[src/rtl/i2a_pkg.sv]
// i2a_pkg: shared types, codes and helpers for the integer-to-ASCII formatter.
// Used by i2a_divu and integer_to_ascii_formatter. No dependencies.
package i2a_pkg;

	localparam int PtrBitsDefault = 64;

	// conversion kinds
	localparam logic [2:0] OP_SDEC = 3'd0;
	localparam logic [2:0] OP_OCT  = 3'd1;
	localparam logic [2:0] OP_UDEC = 3'd2;
	localparam logic [2:0] OP_HEX  = 3'd3;
	localparam logic [2:0] OP_PTR  = 3'd4;
	localparam logic [2:0] OP_CHR  = 3'd5;

	// ceil(2^35 / 10): q = (v * Recip10) >> 35 is exact for any 32-bit v
	localparam logic [31:0] Recip10 = 32'hCCCC_CCCD;

	typedef struct packed {
		logic [2:0]  op;
		logic [63:0] value;
	} req_t;

	typedef struct packed {
		logic [7:0] ch;
		logic       last;
	} txt_t;

	typedef enum logic [1:0] {
		BASE_OCT,
		BASE_DEC,
		BASE_HEX
	} base_t;

	typedef enum logic [1:0] {
		PFX_NONE,
		PFX_MINUS,
		PFX_HEX
	} pfx_t;

	typedef enum logic [2:0] {
		S_IDLE,
		S_MUL,
		S_DIG,
		S_PFX,
		S_OUT,
		S_NIL,
		S_CHR
	} state_t;

	// control from the sequencer to the digit unit
	typedef struct packed {
		base_t base;
	} div_ctl_t;

	function automatic logic [7:0] digit_ascii(input logic [3:0] d);
		logic [7:0] r;
		if (d < 4'd10) r = 8'h30 + {4'h0, d};
		else           r = 8'h57 + {4'h0, d};
		return r;
	endfunction

	function automatic logic [7:0] nil_ascii(input logic [2:0] i);
		logic [7:0] r;
		unique case (i)
			3'd0:    r = 8'h28; // (
			3'd1:    r = 8'h6E; // n
			3'd2:    r = 8'h69; // i
			3'd3:    r = 8'h6C; // l
			default: r = 8'h29; // )
		endcase
		return r;
	endfunction

endpackage

[src/rtl/i2a_divu.sv]
// i2a_divu: shared digit unit, splits a value into quotient and low digit
// for base 8, 10 or 16. Decimal uses a registered reciprocal product.
// Depends on i2a_pkg.
module i2a_divu #(
	parameter int W = 64
) (
	input  logic                clk,
	input  logic [W-1:0]        v,
	input  i2a_pkg::div_ctl_t   ctl,
	output logic [W-1:0]        q,
	output logic [3:0]          r
);

	logic [63:0] prod_q;
	logic [28:0] q10;
	logic [3:0]  q10x10;

	// product is registered: it must be taken in the cycle before q/r are used in decimal mode
	always_ff @(posedge clk) begin
		prod_q <= 64'(v[31:0]) * 64'(i2a_pkg::Recip10);
	end

	assign q10 = prod_q[63:35];
	// remainder is 0..9, so mod-16 arithmetic on the low bits is enough
	assign q10x10 = {q10[0], 3'b000} + {q10[2:0], 1'b0};

	always_comb begin
		unique case (ctl.base)
			i2a_pkg::BASE_OCT: begin
				q = v >> 3;
				r = {1'b0, v[2:0]};
			end
			i2a_pkg::BASE_DEC: begin
				q = W'(q10);
				r = v[3:0] - q10x10;
			end
			default: begin
				q = v >> 4;
				r = v[3:0];
			end
		endcase
	end

endmodule

[src/rtl/integer_to_ascii_formatter.sv]
// integer_to_ascii_formatter: printf-style %d %o %u %x %p %c conversion, one byte per item.
// Steps: accept in idle, then for each decimal digit a product state and a digit state, or a single
// digit state per octal/hex digit, in the shared digit unit, then one output byte per cycle unless
// txt_stall holds it (prefix, digits MSB first); %c and a null %p emit directly. One request at a time.
// Reset (arst_n low, asynchronous) returns the sequencer to idle and empties the output register.
// Depends on i2a_pkg, i2a_divu.
module integer_to_ascii_formatter #(
	parameter int PTR_BITS = i2a_pkg::PtrBitsDefault
) (
	input  logic          clk,
	input  logic          arst_n,
	input  logic          req_valid,
	output logic          req_stall,
	input  i2a_pkg::req_t req,
	output logic          txt_valid,
	input  logic          txt_stall,
	output i2a_pkg::txt_t txt
);

	localparam int PtrB  = (PTR_BITS < 16) ? 16 : ((PTR_BITS > 64) ? 64 : PTR_BITS);
	localparam int ValW  = (PtrB > 32) ? PtrB : 32;
	localparam int HexD  = (PtrB + 3) / 4;
	localparam int Depth = (HexD > 11) ? HexD : 11;
	localparam int IdxW  = $clog2(Depth);
	localparam logic [ValW-1:0] PtrMask = ValW'(64'hFFFF_FFFF_FFFF_FFFF >> (64 - PtrB));

	i2a_pkg::state_t  state_q, state_d;
	i2a_pkg::base_t   base_q;
	i2a_pkg::pfx_t    pfx_q;
	logic [ValW-1:0]  val_q;
	logic [IdxW-1:0]  ndig_q;
	logic [IdxW-1:0]  ridx_q;
	logic [2:0]       sidx_q;
	logic [3:0]       dig_q [Depth];

	logic             txt_valid_q;
	i2a_pkg::txt_t    txt_q;

	logic             acc;
	logic             ld;
	logic             emit;
	i2a_pkg::txt_t    emit_txt;
	logic [31:0]      low32;
	logic [ValW-1:0]  ptr;
	logic [ValW-1:0]  q;
	logic [3:0]       rem;
	i2a_pkg::div_ctl_t div_ctl;

	assign acc   = req_valid && !req_stall;
	assign ld    = !txt_valid_q || !txt_stall;
	assign low32 = req.value[31:0];
	assign ptr   = ValW'(req.value) & PtrMask;

	assign div_ctl.base = base_q;

	i2a_divu #(.W(ValW)) u_divu (
		.clk (clk),
		.v   (val_q),
		.ctl (div_ctl),
		.q   (q),
		.r   (rem)
	);

	// next state
	always_comb begin
		state_d = state_q;
		unique case (state_q)
			i2a_pkg::S_IDLE: begin
				if (acc) begin
					priority if (req.op == i2a_pkg::OP_SDEC || req.op == i2a_pkg::OP_UDEC)
						state_d = i2a_pkg::S_MUL;
					else if (req.op == i2a_pkg::OP_OCT || req.op == i2a_pkg::OP_HEX)
						state_d = i2a_pkg::S_DIG;
					else if (req.op == i2a_pkg::OP_PTR)
						state_d = (ptr == '0) ? i2a_pkg::S_NIL : i2a_pkg::S_DIG;
					else if (req.op == i2a_pkg::OP_CHR)
						state_d = i2a_pkg::S_CHR;
					else
						state_d = i2a_pkg::S_IDLE;
				end
			end
			i2a_pkg::S_MUL: state_d = i2a_pkg::S_DIG;
			i2a_pkg::S_DIG: begin
				if (q == '0)
					state_d = (pfx_q == i2a_pkg::PFX_NONE) ? i2a_pkg::S_OUT : i2a_pkg::S_PFX;
				else
					state_d = (base_q == i2a_pkg::BASE_DEC) ? i2a_pkg::S_MUL : i2a_pkg::S_DIG;
			end
			i2a_pkg::S_PFX: begin
				if (ld && (pfx_q == i2a_pkg::PFX_MINUS || sidx_q == 3'd1))
					state_d = i2a_pkg::S_OUT;
			end
			i2a_pkg::S_OUT: begin
				if (ld && ridx_q == '0) state_d = i2a_pkg::S_IDLE;
			end
			i2a_pkg::S_NIL: begin
				if (ld && sidx_q == 3'd4) state_d = i2a_pkg::S_IDLE;
			end
			i2a_pkg::S_CHR: begin
				if (ld) state_d = i2a_pkg::S_IDLE;
			end
			default: state_d = i2a_pkg::S_IDLE;
		endcase
	end

	// outputs of the sequencer
	always_comb begin
		emit          = 1'b0;
		emit_txt.ch   = 8'h00;
		emit_txt.last = 1'b0;
		unique case (state_q)
			i2a_pkg::S_PFX: begin
				emit = 1'b1;
				if (pfx_q == i2a_pkg::PFX_MINUS) emit_txt.ch = 8'h2D;
				else                              emit_txt.ch = (sidx_q == 3'd0) ? 8'h30 : 8'h78;
			end
			i2a_pkg::S_OUT: begin
				emit          = 1'b1;
				emit_txt.ch   = i2a_pkg::digit_ascii(dig_q[ridx_q]);
				emit_txt.last = (ridx_q == '0);
			end
			i2a_pkg::S_NIL: begin
				emit          = 1'b1;
				emit_txt.ch   = i2a_pkg::nil_ascii(sidx_q);
				emit_txt.last = (sidx_q == 3'd4);
			end
			i2a_pkg::S_CHR: begin
				emit          = 1'b1;
				emit_txt.ch   = val_q[7:0];
				emit_txt.last = 1'b1;
			end
			default: ;
		endcase
	end

	always_ff @(posedge clk or negedge arst_n) begin
		if (!arst_n) begin
			state_q     <= i2a_pkg::S_IDLE;
			txt_valid_q <= 1'b0;
		end else begin
			state_q <= state_d;
			if (ld) txt_valid_q <= emit;
		end
	end

	// datapath registers
	always_ff @(posedge clk) begin
		if (ld && emit) txt_q <= emit_txt;
		if (acc) begin
			ndig_q <= '0;
			sidx_q <= 3'd0;
			if (req.op == i2a_pkg::OP_SDEC && low32[31]) begin
				pfx_q <= i2a_pkg::PFX_MINUS;
				val_q <= ValW'(32'(~low32 + 32'd1));
			end else if (req.op == i2a_pkg::OP_PTR) begin
				pfx_q <= i2a_pkg::PFX_HEX;
				val_q <= ptr;
			end else if (req.op == i2a_pkg::OP_CHR) begin
				pfx_q <= i2a_pkg::PFX_NONE;
				val_q <= ValW'(req.value[7:0]);
			end else begin
				pfx_q <= i2a_pkg::PFX_NONE;
				val_q <= ValW'(low32);
			end
			if (req.op == i2a_pkg::OP_OCT)
				base_q <= i2a_pkg::BASE_OCT;
			else if (req.op == i2a_pkg::OP_HEX || req.op == i2a_pkg::OP_PTR)
				base_q <= i2a_pkg::BASE_HEX;
			else
				base_q <= i2a_pkg::BASE_DEC;
		end
		if (state_q == i2a_pkg::S_DIG) begin
			dig_q[ndig_q] <= rem;
			ndig_q        <= ndig_q + 1'b1;
			val_q         <= q;
			ridx_q        <= ndig_q;
		end
		if (ld && (state_q == i2a_pkg::S_PFX || state_q == i2a_pkg::S_NIL))
			sidx_q <= sidx_q + 3'd1;
		if (ld && state_q == i2a_pkg::S_OUT)
			ridx_q <= ridx_q - 1'b1;
	end

	assign req_stall = (state_q != i2a_pkg::S_IDLE);
	assign txt_valid = txt_valid_q;
	assign txt       = txt_q;

	// decimal digits only come from a fresh product
	a_dec_after_mul: assert property (@(posedge clk) disable iff (!arst_n)
		(state_q == i2a_pkg::S_DIG && base_q == i2a_pkg::BASE_DEC)
			|-> $past(state_q) == i2a_pkg::S_MUL)
		else $error("decimal digit taken without product cycle");

	a_dec_rem: assert property (@(posedge clk) disable iff (!arst_n)
		(state_q == i2a_pkg::S_DIG && base_q == i2a_pkg::BASE_DEC) |-> rem < 4'd10)
		else $error("decimal remainder out of range");

	a_pfx_kind: assert property (@(posedge clk) disable iff (!arst_n)
		state_q == i2a_pkg::S_PFX |-> pfx_q != i2a_pkg::PFX_NONE)
		else $error("prefix state without prefix");

	a_last_idle: assert property (@(posedge clk) disable iff (!arst_n)
		(ld && emit && emit_txt.last) |=> state_q == i2a_pkg::S_IDLE)
		else $error("final byte did not end conversion");

endmodule
[config.mk]
export PLATFORM = sky130hd
export DESIGN_NAME = integer_to_ascii_formatter
export DESIGN_NICKNAME = d
export VERILOG_FILES = /design/src/rtl/i2a_pkg.sv /design/src/rtl/i2a_divu.sv /design/src/rtl/integer_to_ascii_formatter.sv
export SDC_FILE = /design/constraint.sdc
export NUM_CORES = 1
export LEC_CHECK = 0
export BUFFER_PORTS_ARGS = -buffer_cell sky130_fd_sc_hd__buf_2
export CAP_MARGIN = 20
export CORE_ASPECT_RATIO = 1.5
export CORE_MARGIN = 2
export CORE_UTILIZATION = 59
export CTS_CLUSTER_DIAMETER = 40
export DETAILED_ROUTE_END_ITERATION = 7
export PLACE_DENSITY = 0.82
export SYNTH_ARGS = -nofsm -noshare
export SYNTH_HDL_FRONTEND = slang
export SYNTH_HIERARCHICAL = 1
export SYNTH_SLANG_ARGS = --single-unit
[constraint.sdc]
create_clock -name clk -period 7.4 [get_ports clk]
set_input_delay 0.37 -clock clk [delete_from_list [all_inputs] [get_ports clk]]
set_output_delay 0.37 -clock clk [all_outputs]
set_load 0.02 [all_outputs]
== Word-level counts from Yosys, hierarchy flattened ==
Memories as Yosys holds them, arrays and structs flattened. A register that Yosys moved wholly into a read port is not among the register bits.
Index checks and enable logic that the tools add are counted.
Cells by class
  div/mod/pow operators: 0
  order comparisons: 1
  reductions and logical operators: 31
  multiplexer cells: 39
  $add $sub $neg: 8
  bitwise operators: 1
  shifts and indexed selects: 0
  equal/unequal tests: 22
  multiply operators: 1
Operator list (count)
  64-bit two-way mux: 4
  64-bit zero test: 2
  61-bit one-hot mux with 2 select lines: 1
  32-bit by 32-bit multiplier with 64-bit output (second input constant): 1
  3-bit two-way mux: 14
  32-bit by 1-bit adder with 32-bit output (second input constant): 1
  32-bit two-way mux: 1
  32-bit NOT: 1
  8-bit one-hot mux with 4 select lines: 1
  7-bit one-hot mux with 4 select lines: 1
  3-bit one-hot mux with 7 select lines: 1
  4-bit two-way mux: 5
  3-bit by 2-bit == test with 1-bit output (second input constant): 6
  3-bit == test (second input constant): 6
  7-bit two-way mux: 2
  2-bit != test (second input constant): 5
  3-bit by 1-bit == test with 1-bit output (second input constant): 3
  3-bit zero test: 3
  7-bit by 4-bit adder with 8-bit output (first input constant): 1
  1-bit logical AND: 8
  8-bit two-way mux: 1
  4-bit one-hot mux with 2 select lines: 1
  6-bit by 4-bit adder with 7-bit output (first input constant): 1
  1-bit logical OR: 6
  17 further kinds: 27
Storage, ports and cells
  memories kept: 1
  memory bits (writable): 64
  bits in read-only memories: 0
  bits in latches: 0
  register bits after elaboration: 156
  input port bits: 71
Memory list
  dig_q: words 16, bits a word 4, read ports 1, clocked after memory_dff 1, wr ports 1, line integer_to_ascii_formatter.sv:34  | logic [3:0] dig_q [Depth];

== Depth between registers and ports, before layout ==
Gate-level depths: netlist of the first run.
  word-level depth: 7
  gate-level depth with buffers: 26
  gate-level depth less buffers: 25

== By module ==
Netlist of the first run, hierarchy kept.
Modules (own cells, without submodules)
  i2a_divu: sequential area each 580.6 µm², area an instance 18545.3 µm², cells an instance 1942, instances 1
  integer_to_ascii_formatter: sequential area each 4744.6 µm², area an instance 7970.1 µm², cells an instance 652, instances 1

== Worst setup path before layout of the first run ==
Ideal clock, no wire load.
  kind: reg-to-reg
  from: reg val_q[8]
  to: reg u_divu.prod_q[62]
  period minus slack after synthesis: 7591 ps
  setup time: 58 ps
  data required time: 7342 ps
  stages on the path, launching flop included: 26
  data arrival time: 7533 ps
  setup slack: -191 ps
  path through: edfxtp_1 ha_1 inv_1 fa_1 inv_1 fa_1 inv_1 fa_1 inv_1 fa_1 fa_1 fa_1 inv_1 fa_1 inv_1 ha_1 buf_2 nand4_1 or4_4 or4_4 o22a_1 a211o_1 a211o_1 a31o_2 a211oi_1 o21a_1
On the way
  word-level cells in the longest chain between the ends: 1
Ends and longest elaborated chain
  start: declaration: line integer_to_ascii_formatter.sv:30  | logic [ValW-1:0] val_q;
  start signal: assignment: line integer_to_ascii_formatter.sv:154  | val_q <= ValW'(32'(~low32 + 32'd1));
  start signal: assignment: line integer_to_ascii_formatter.sv:157  | val_q <= ptr;
  start signal: assignment: line integer_to_ascii_formatter.sv:160  | val_q <= ValW'(req.value[7:0]);
  32-bit by 32-bit multiplier with 64-bit output: line i2a_divu.sv:20  | prod_q <= 64'(v[31:0]) * 64'(i2a_pkg::Recip10);
  end signal: assignment: line i2a_divu.sv:20
  end: declaration: line i2a_divu.sv:14  | logic [63:0] prod_q;
No other way between the ends.
A chain may end at the register's enable or synchronous reset.

== Worst setup path in the final report of the first run ==
  from: reg val_q[16]
  to: reg u_divu.prod_q[58]
Same word-level chain as after synthesis.

==> impl_metrics.tcl, run 1 <==
set metrics [dict create \
    status "complete, but fails checks" \
    violations "setup timing" \
    crit_required_ps 7780 \
    maxCapViolations 0 \
    rsz0062_at_grt "yes" \
    io_buffers 81 \
    grt_overflow_total 0 \
    routabilityCongestion 1.03 \
    slew_headroom 0.327 \
    nFillCells 3325 \
    grt_max_degree 93 \
    crit_path_end_kind "flop" \
    tightest_slew_ps 1010 \
    start_util 0.595 \
    nets 3776 \
    mostFrequentLayoutCells "inv_1, fa_1, ha_1" \
    finalSetupViolations 17 \
    synth-edff-count 152 \
    period_share 1.05 \
    multi_input_area_um2 19000 \
    clockRootBuffer "clkbuf_16" \
    h-tree-depth 4 \
    finalHoldViolCount 0 \
    synthCells 2594 \
    design.core.area_um2 44600 \
    wire_per_inst_um 23.2 \
    synth.distinct_cells 81 \
    drtPass1Iterations 6 \
    finClkSkew_ps 12.9 \
    yosysWarnings 6 \
    critical_path_class "reg -> reg" \
    dp_hpwl_um 71300 \
    start_kind "flop" \
    cp_data_arrival_time_ps 8140 \
    final_max_slew_viol_count 0 \
    grtUsageTotal 0.363 \
    syn_area_per_cell_um2 10.2 \
    drc_errors 0 \
    synthFlopType "edfxtp_1" \
    clock_sinks 189 \
    cts_buffers 17 \
    ys_ff_latch 189 \
    ys_seq_area_frac 0.201 \
    mostFrequentLayoutCell "inv_1" \
    crit_fanout 5 \
    async_flop_share 0.0212 \
    vias 20700 \
    fmax_mhz 129 \
    clk-insertion-delay-late_ps 460 \
    clkTransAtPathRegs_ps 80 \
    register_area_um2 5330 \
    first_global_vias 22200 \
    row_count 95 \
    cts_tree "built" \
    antenna_found_initial 7 \
    fin_ws_ps -369 \
    min_period_ps 7770 \
    ant_nets 0 \
    die-area_um2 46700 \
    die_w_um 177 \
    wl_um 82800 \
    dp_slack_ps -554 \
    min_path_type "in -> reg" \
    syn_area_um2 26500 \
    drive_above_1_share 0.188 \
    die_h_um 264 \
    grt_pass1_wl_um 125000 \
    via_per_inst 5.81 \
    pin_count 82 \
    clockBufferDepth 2 \
    area_growth_pct 17.0 \
    drt-initial-drc-count 1580 \
]
[cells by family (layout without fill, tap and decap cells)]
family                   Yosys count  count (layout)  synth area share
adder cells (fa/ha/maj)          745             745             0.461
buffers and inverters            708            1085             0.101
AND/OR/NAND/NOR                  405             405            0.0752
AO/OA/AOI/OAI                    390             390            0.0988
flip-flops                       189             189             0.201
XOR/XNOR                          93              93            0.0307
multiplexers                      63              63            0.0326
other                              1              11          0.000141
[final cells by class]
cell class	count	share of cell area
Multi-Input combinational cell	1699	0.611
Inverter	645	0.0782
Clock inverter	15	0.00702
Sequential cell	189	0.172
Tap cell	582	0.0235
Antenna cell	8	0.000645
Timing Repair Buffer	408	0.0941
Clock buffer	17	0.0137
[critical path, stage by stage, from the launching register on]
cell	delay, ps
edfxtp_1	520
ha_4	210
inv_4	40
buf_6	110
fa_1	480
inv_1	50
fa_1	530
inv_2	40
fa_1	540
inv_2	50
fa_1	590
fa_1	450
fa_1	520
inv_2	40
fa_1	500
inv_2	50
ha_4	260
nand4_1	130
or4_4	570
or4_4	440
o22a_4	260
a211o_1	360
a211o_1	360
a31o_4	270
a21oi_2	160
xor2_1	160
[routing by layer]
layer  routed length (um)  global-route usage  up-vias
met5                    0                   0        -
met4                 8600               0.295        0
met3                 3250              0.0397      296
met2                43400               0.647      767
met1                27500               0.381    10400
li1                     -                   -     9236
[synth_stat cells, types with 5 or more instances]
| library cell | n | area, um2 |
|---|---|---|
| inv_1 | 644 | 2420 |
| fa_1 | 386 | 7730 |
| ha_1 | 359 | 4490 |
| edfxtp_1 | 152 | 4560 |
| nand2_1 | 125 | 469 |
| a21oi_1 | 93 | 465 |
| nor2_1 | 88 | 330 |
| o21ai_0 | 87 | 435 |
| a22o_1 | 65 | 569 |
| xor2_1 | 55 | 482 |
| clkbuf_1 | 52 | 195 |
| a21o_1 | 39 | 293 |
| xnor2_1 | 38 | 333 |
| dfxtp_1 | 33 | 661 |
| mux2i_1 | 32 | 320 |
| and2_1 | 31 | 194 |
| nand3_1 | 27 | 135 |
| nor4_1 | 27 | 169 |
| nand4_1 | 22 | 138 |
| nor3_1 | 22 | 110 |
| nor2b_1 | 20 | 125 |
| mux4_2 | 17 | 383 |
| a31oi_1 | 14 | 87.6 |
| mux2_2 | 11 | 124 |
| o21bai_1 | 10 | 75.1 |
| and3_1 | 9 | 56.3 |
| o211ai_1 | 8 | 60.1 |
| o21a_1 | 8 | 60.1 |
| a22oi_1 | 6 | 45.0 |
| or3_1 | 6 | 37.5 |
| nand2b_1 | 5 | 31.3 |
| o21ai_1 | 5 | 25.0 |
| o22ai_1 | 5 | 31.3 |
| o31ai_1 | 5 | 37.5 |
[flip-flops by register name (all words and copies together), names as in the netlist, 3 cells and up, named ones only]
signal / count
dig_q: 64
ndig_q: 4
ridx_q: 4
sidx_q: 3
state_q: 3
txt: 9
u_divu/prod_q: 29
val_q: 64
[worst paths after layout]
check | slack, ps | to | from | depth (start not counted)
worst max-delay path | -370 | u_divu/prod_q[58] | val_q[16] | 25
worst min-delay path | 220 | val_q[40] | req[40] | 2
worst max register to register | -370 | u_divu/prod_q[58] | val_q[16] | 25
worst min register to register | 570 | flop | ridx_q[1] | 1
max in group asynchronous | 7030 | state_q[1] | arst_n | 2
min in group asynchronous | 250 | txt_valid | arst_n | 2
[repair_timing]
item	CTS	global route
resized for setup	40	34
setup buffers	15	16
hold buffers	1	0
endpoints found under the hold margin	4	0
pin swaps	20	22
endpoints found under the setup margin	23	25
[per-stage QoR]
| step | std cells | utilization | area (um2) | setup TNS (ps) | hold slack, ps |
|---|---|---|---|---|---|
| 3_5_place_dp | 3489 | 0.668 | 29800 | -6520 | 183 |
| 2_1_floorplan | 2596 | - | 26700 | 0 | 74.4 |
| 5_1_grt | 3562 | 0.696 | 31000 | -6410 | 218 |
| 6_report | 3563 | 0.696 | 31000 | -3290 | 219 |
| 3_3_place_gp | 3488 | 0.668 | 29800 | -4180 | 182 |
| 4_1_cts | 3537 | 0.690 | 30700 | -1780 | 210 |
Power of run 1 is not shown: default switching activity piles up to over one toggle a cycle in this logic, so the estimate is an artifact.
==> inputs of run 2 (changes only) <==
--- a/config.mk
+++ b/config.mk
@@ -8,7 +8,6 @@
 export BUFFER_PORTS_ARGS = -buffer_cell sky130_fd_sc_hd__buf_2
 export CAP_MARGIN = 20
 export CORE_ASPECT_RATIO = 1.5
-export CORE_MARGIN = 2
 export CORE_UTILIZATION = 59
 export CTS_CLUSTER_DIAMETER = 40
 export DETAILED_ROUTE_END_ITERATION = 7
==> run 2 against run 1 <==
Effect of this change: the run still ends with setup timing left; sequential share of layout area increased by 0.067 points; hold slack gained 14 ps; sequential cell count unchanged; register-to-register slack lost 30 ps; clock skew up 5.7 ps; final area down 0.39%; wire length is 2.4% higher; core utilization grew 0.47 points; clock-buffer cell count unchanged; global-route usage grew 1.4 points; non-clock buffer count is 21 lower; critical endpoint is now u_divu/prod_q[61].
==> impl_metrics.tcl, run 2 (same netlist as run 1, synthesis figures left out) <==
set metrics [dict create \
    cts_tree "built" \
    finalNonFillerCells 3539 \
    wl_um 84800 \
    row_count 94 \
    critical_path_class "reg -> reg" \
    vias 20700 \
    drtPass1Iterations 6 \
    antenna_found_initial 10 \
    first_global_vias 22100 \
    fin_ws_ps -402 \
    grt_overflow_total 0 \
    ant_nets 0 \
    path_cells "ha_1, xor2_2, ha_1, or2_2, fa_1, fa_1, fa_1, fa_1, fa_1, inv_1, fa_1, inv_2, ha_4, nand4_1, or4_4, or4_4, o22a_4, a211o_4, a211o_1, and2_4, o311ai_4, xor2_1" \
    drc_errors 0 \
    io_buffers 81 \
    crit_required_ps 7780 \
    h-tree-depth 4 \
    crit_path_max_incr_delay_ps 570 \
    tightest_slew_ps 1000 \
    finalHoldViolCount 0 \
    rsz0062_at_grt "yes" \
    drive_above_1_share 0.181 \
    finalSetupViolations 15 \
    slew_headroom 0.325 \
    crit_path_frequent_cell "fa_1" \
    crit_fanout 5 \
    die-area_um2 45800 \
    mostFrequentLayoutCell "inv_1" \
    finClkSkew_ps 18.7 \
    mostFrequentLayoutCells "inv_1, fa_1, ha_1" \
    cts_buffers 17 \
    cp_data_arrival_time_ps 8190 \
    fin_util 0.701 \
    grtUsageTotal 0.377 \
    clock_sinks 189 \
    reg_top3 "dig_q: 64 flops, val_q: 64 flops, u_divu/prod_q: 29 flops" \
    nets 3755 \
    dp_cells 3476 \
    grt_max_degree 61 \
    violations "setup timing" \
    area_growth_pct 16.6 \
    grt_pass1_wl_um 126000 \
    clockBufferDepth 2 \
    crit_path_end_kind "flop" \
    fmax_mhz 128 \
    period_share 1.05 \
    min_path_type "in -> reg" \
    dp_hpwl_um 72500 \
    clk-insertion-delay-late_ps 450 \
    drt-initial-drc-count 1806 \
    final_max_slew_viol_count 0 \
    maxCapViolations 0 \
    clockRootBuffer "clkbuf_16" \
    status "complete, but fails checks" \
    wire_per_inst_um 24.0 \
    clkTransAtPathRegs_ps 90 \
    die_h_um 262 \
    min_period_ps 7800 \
    via_per_inst 5.85 \
    critical_path.slowest_cell "fa_1" \
    pin_count 82 \
    routabilityCongestion 1.06 \
    design.core.area_um2 44100 \
    dp_slack_ps -509 \
    start_kind "flop" \
    die_w_um 175 \
    start_util 0.601 \
]
## run 2: area by class of cell
class                   instances  area (um2)
diodes                         11        27.5
clock inverters                15         214
fillers                      3286       13200
flip-flops and latches        189        5330
well taps                     576         721
inverters                     645        2420
clock buffers                  17         425
multi-input cells            1699       19000
repair buffers                387        2770
## run 2: through the flow
step / cell area, um2 / setup TNS, ps / hold slack (ps)
floorplan: 26700 / 0 / 74.4
CTS: 30500 / -2300 / 219
finish: 30900 / -3180 / 233
global placement: 29700 / -2560 / 179
detailed placement: 29700 / -5580 / 180
global route: 30900 / -7020 / 222
## run 2: critical path, delay by kind of cell, from the launching register on
| family | cells | cell delay, ps |
|---|---|---|
| and+or+nand+nor | 5 | 1650 |
| DFF | 1 | 440 |
| adders and majority gates | 9 | 3950 |
| AOI/OAI and AO/OA | 4 | 1230 |
| xor gates and xnor gates | 2 | 360 |
| buffers and inverters | 2 | 100 |
## run 2: what timing repair did
item	CTS	global route
resized for setup	24	45
pin swaps	6	26
buffers inserted	6	13
endpoints found under the setup margin	23	25
hold endpoints to repair	4	0
hold buffers	1	0
## run 2: routing by layer
metal,up-vias,wire length [um],track usage
met2,845,44000,0.673
met4,0,9290,0.347
li1,9202,-,-
met1,10300,28000,0.389
met5,-,0,0
met3,338,3540,0.0417
## run 2: worst paths after layout
check | from | to | slack, ps | cells after the start
max | val_q[1] | u_divu/prod_q[61] | -400 | 22
max in group asynchronous | arst_n | state_q[2] | 7030 | 2
min | req[54] | val_q[54] | 230 | 2
min in group asynchronous | arst_n | state_q[0] | 240 | 2
max reg2reg | val_q[1] | u_divu/prod_q[61] | -400 | 22
min reg2reg | ridx_q[1] | flop | 560 | 1
Power of run 2 is left out for the same reason.
